--- src/design/pac_pkg.sv ---
// ----------------------------------------------------------------------------
// Polygon area and centroid package
// Word types, edge queue entry and fixed widths shared by the block.
// ----------------------------------------------------------------------------
package pac_pkg;

  localparam int COORD_W              = 16;
  localparam int AREA_W               = 43;
  localparam int MOM_W                = 61;
  localparam int OUT_AREA_W           = 42;
  localparam int CROSS_W              = 2 * COORD_W + 1;
  localparam int PROD_W               = CROSS_W + COORD_W + 1;
  localparam int DIVISOR_W            = AREA_W + 2;
  localparam int QUEUE_DEPTH          = 4;
  localparam int DEFAULT_MAX_VERTICES = 1024;

  typedef struct packed {
    logic signed [COORD_W-1:0] vertex_x;
    logic signed [COORD_W-1:0] vertex_y;
    logic                      last_vertex;
  } in_word_t;

  typedef struct packed {
    logic signed [OUT_AREA_W-1:0] double_signed_area;
    logic        [OUT_AREA_W-1:0] area_magnitude;
    logic signed [COORD_W-1:0]    centroid_x;
    logic signed [COORD_W-1:0]    centroid_y;
    logic                         degenerate;
  } out_word_t;

  typedef struct packed {
    logic signed [COORD_W-1:0] x1;
    logic signed [COORD_W-1:0] y1;
    logic signed [COORD_W-1:0] x2;
    logic signed [COORD_W-1:0] y2;
    logic                      close;
    logic                      few;
  } edge_t;

endpackage

--- src/design/pac_queue.sv ---
// ----------------------------------------------------------------------------
// Polygon area and centroid edge queue
// Short first-in first-out buffer between the front and back ends.
// ----------------------------------------------------------------------------
module pac_queue (
  input  logic           clk,
  input  logic           rst_n,
  input  logic           push,
  input  pac_pkg::edge_t push_data,
  output logic           full,
  input  logic           pop,
  output logic           q_valid,
  output pac_pkg::edge_t q_data
);

  localparam int PTR_W = $clog2(pac_pkg::QUEUE_DEPTH);

  pac_pkg::edge_t mem_r [pac_pkg::QUEUE_DEPTH];
  logic [PTR_W-1:0] wr_ptr_r, rd_ptr_r;
  logic [PTR_W:0]   cnt_r;
  logic             do_push, do_pop;

  assign full    = (cnt_r == (PTR_W+1)'(pac_pkg::QUEUE_DEPTH));
  assign q_valid = (cnt_r != '0);
  assign q_data  = mem_r[rd_ptr_r];
  assign do_push = push && !full;
  assign do_pop  = pop && q_valid;

  always_ff @(posedge clk) begin
    if (!rst_n) begin
      wr_ptr_r <= '0;
      rd_ptr_r <= '0;
      cnt_r    <= '0;
    end else begin
      if (do_push) begin
        wr_ptr_r <= wr_ptr_r + 1'b1;
      end
      if (do_pop) begin
        rd_ptr_r <= rd_ptr_r + 1'b1;
      end
      if (do_push && !do_pop) begin
        cnt_r <= cnt_r + 1'b1;
      end else if (!do_push && do_pop) begin
        cnt_r <= cnt_r - 1'b1;
      end
    end
  end

  always_ff @(posedge clk) begin
    if (do_push) begin
      mem_r[wr_ptr_r] <= push_data;
    end
  end

endmodule

--- config.mk ---
export PLATFORM = sky130hd
export DESIGN_NAME = pac_queue
export DESIGN_NICKNAME = d
export VERILOG_FILES = /design/src/design/pac_pkg.sv /design/src/design/pac_queue.sv
export SDC_FILE = /design/constraint.sdc
export NUM_CORES = 1
export LEC_CHECK = 0
export BUFFER_PORTS_ARGS = -buffer_cell sky130_fd_sc_hd__buf_2
export CAP_MARGIN = 20
export CORE_UTILIZATION = 57
export DETAILED_ROUTE_END_ITERATION = 6
export PLACE_DENSITY = 0.8
export SLEW_MARGIN = 15
export SYNTH_ARGS = -nofsm -noshare
export SYNTH_HDL_FRONTEND = slang
export SYNTH_SLANG_ARGS = --single-unit
--- constraint.sdc ---
create_clock -name clk -period 3.2 [get_ports clk]
set_input_delay 0.32 -clock clk [delete_from_list [all_inputs] [get_ports clk]]
set_output_delay 0.32 -clock clk [all_outputs]
set_load 0.005 [all_outputs]
==> impl_metrics.toml <==
[critical_path]
critPathCaptureType = "primary output"
reg2reg_to = "cnt_r[2]"
worstPathRequired_ns = 2.88
reg2reg_from = "cnt_r[0]"
setup.worst_path.start_class = "flip-flop"
crit_type = "flip-flop to primary output"
crit_arrival_ns = 2.26
path_max_fanout = 23
r2r_slack_ns = 0.69
timing.reg2reg.worst_path_depth = 8

[pwr]
swShare = 0.2356
ir_drop_mv = 0.5573
power_density_nw_per_um2 = 816.2
p_sw_mw = 2.314
pwr-share-seq = 0.464
internal-power_mw = 7.507
power_frac_clock = 0.340
leakagePower_nw = 4.072
power_frac_comb = 0.196

[sta]
postLayoutSetupSlackWorst_ns = 0.6195
skew_ns = 0.009742
setup_viol = 0
post-route-period-util = 0.8064
fmax_ghz = 0.3875
fin_tns_setup_ns = 0
slew-limit-headroom = 0.6271
drv_slew = 0
final-hold-violation-count = 0
final.min_clock_period_ns = 2.581
rsz0062_at_grt = "false"
worst_pin_slew_ns = 0.5582

[drt]
drc_errors = 0
viasPerCell = 5.687
ant_nets = 0
dr.pass1.iters = 4
drt-total-wl_um = 17870
num_vias = 4555
wire_per_inst_um = 22.31
drt_iter0_drc = 258

[die]
die_y_um = 134.5
num_io_pins = 138
die_w_um = 134.5
row_count = 48
core_um2 = 17240
start_util = 0.5803
die_area_um2 = 18080

[flow_run]
cap_violations = 0

[clock_network]
max-clock-path-buffers = 3
clock_latency_ns = 0.51
cts_resized = 0
cts_tree = "yes"
cts.htree.levels = 1
cts_buffers = 27
holdBufCountCts = 5
clock-sinks = 273
clk_pin_slew_ns = 0.06
cts_setup_buffers = 0
cts_root_buf = "clkbuf_16"

[hold_path]
hp-start = "push_data[21]"
hold_depth = 1
min_to = "mem_r[1][21]"
hold_path_class = "input port to flip-flop"

[global_route]
grt_util_all_layers = 0.2016
grt_overflow = 0
grt_pass1_wl_um = 26900
grt_pass1_vias = 4872
grt_max_degree = 53
antenna_found_initial = 1

[synthesis]
synth_top_cell_area_share = 0.7926
avgSynthCellArea_um2 = 25.52
synthMuxAreaShare = 0.1516
synth-xor-area-share = 0.003503
synth-simple-area-share = 0.01026
synth_area_um2 = 10000
syn_inst = 392
synth.area.top_cells = "edfxtp_1 (79%), mux4_2 (15%), dfxtp_1 (1.8%)"
synthesis.nets = 468
synth_compound_area_frac = 0.003378
synthAdderAreaFrac = 0.008256
yosysUniqueCellTypes = 22
synth_top_family_by_area = "multiplexers"
ys_seq_area_frac = 0.8106
synth_top_area_cell = "edfxtp_1"
ys_warn_count = 0
ys_ff_latch = 273

[layout]
layout-drive-gt1-share = 0.4487
design_area_um2 = 12030
fin_nets = 633
finish.utilization = 0.6981
area_growth_pct = 20.30

[placement]
dp_hpwl_um = 10600
place_area_um2 = 11010
place.gp.congestion = 0.7043
dpl_worst_slack_ns = 0.6806
io_buffers = 137

[run_status]
status = "completed"
[synth_stat cells]
master    instances
xor2_1            1
buf_2             6
clkbuf_1          3
or3_1             2
o31ai_2           1
ha_1              5
buf_4             2
a21boi_0          1
nand2_1           4
and2_1            8
mux2i_1           3
nor2b_1           2
o21ai_0           1
fa_1              1
xnor2_1           3
nor3b_2           1
mux4_2           66
dfxtp_1           9
buf_6             5
o311ai_1          1
inv_1             3
edfxtp_1        264
[state kept, by name, indices dropped and copies added, names as in the netlist, named ones only]
register,flops
cnt_r,3
mem_r,264
rd_ptr_r,2
wr_ptr_r,2
[power by group through the flow]
stage | clock (mW) | combinational [mW] | sequential [mW]
floorplan | 0 | 1.32 | 4.51
global placement | 0 | 1.91 | 4.61
detailed placement | 0 | 1.95 | 4.64
CTS | 3.40 | 1.97 | 4.58
global route | 3.53 | 2.07 | 4.61
finish | 3.34 | 1.93 | 4.56
[cells in the final DEF (no fill, tap or decap), types with 2 or more instances in the layout]
cell	instances
and2_1	4
and2_4	4
buf_12	6
buf_2	137
buf_4	2
bufinv_16	7
clkbuf_1	4
clkbuf_16	27
clkinv_1	4
clkinv_2	2
clkinv_4	2
dfxtp_1	7
dfxtp_4	2
dlygate4sd3_1	7
edfxtp_1	264
ha_1	5
inv_1	3
mux2i_1	3
mux4_2	66
nand2_1	4
nor2b_1	2
or3_1	2
xnor2_1	3
[area by class of cell]
class	count	area [um^2]
fillers	1057	5204
flip-flops and latches	273	8115
clock buffers	31	690.7
clock inverters	16	260.3
well taps	225	281.5
inverters	3	11.26
multi-input cells	100	1780
repair buffers	152	890.9
diodes	1	2.502
[per-layer routing]
metal | up-vias | routed length (um) | GRT usage
met1 | 2377 | 6998 | 0.2640
met3 | 22 | 1194 | 0.04467
li1 | 2007 | - | -
met5 | - | 18 | 0
met4 | 2 | 220 | 0.04557
met2 | 147 | 9436 | 0.3500
[worst max path at each step]
stage                          from     endpoint  slack, ns  depth (start not counted)
after floorplan            cnt_r[0]  mem_r[0][0]       0.40                          4
final                     flip-flop    q_data[4]       0.62                          3
after global placement     cnt_r[0]     cnt_r[2]       0.88                          8
after CTS                 flip-flop    q_data[4]       0.52                          3
after global routing      flip-flop    q_data[4]       0.45                          3
after detailed placement   cnt_r[0]     cnt_r[2]       0.68                          8
[stage by stage]
| stage | std cells | hold WS [ns] | power, mW |
|---|---|---|---|
| finish | 801 | 0.01868 | 9.821 |
| global route | 800 | 0.001158 | 10.21 |
| CTS | 798 | 0.0007706 | 9.945 |
| detailed placement | 746 | 0.5181 | 6.591 |
| global placement | 746 | 0.4784 | 6.515 |
| floorplan | 392 | 0.4189 | 5.824 |
[kinds of logic after synthesis]
group           count (synthesis)
flops                         273
compound gates                  4
mux                            69
buf+inv                        19
xor+xnor                        4
fa+ha+maj                       6
simple gates                   17
[critical path, stage by stage (launching register included)]
cell     delay, ns
dfxtp_4       0.65
buf_4         0.37
mux4_2        0.57
buf_2         0.15
Power figures use the tool's default switching activity.
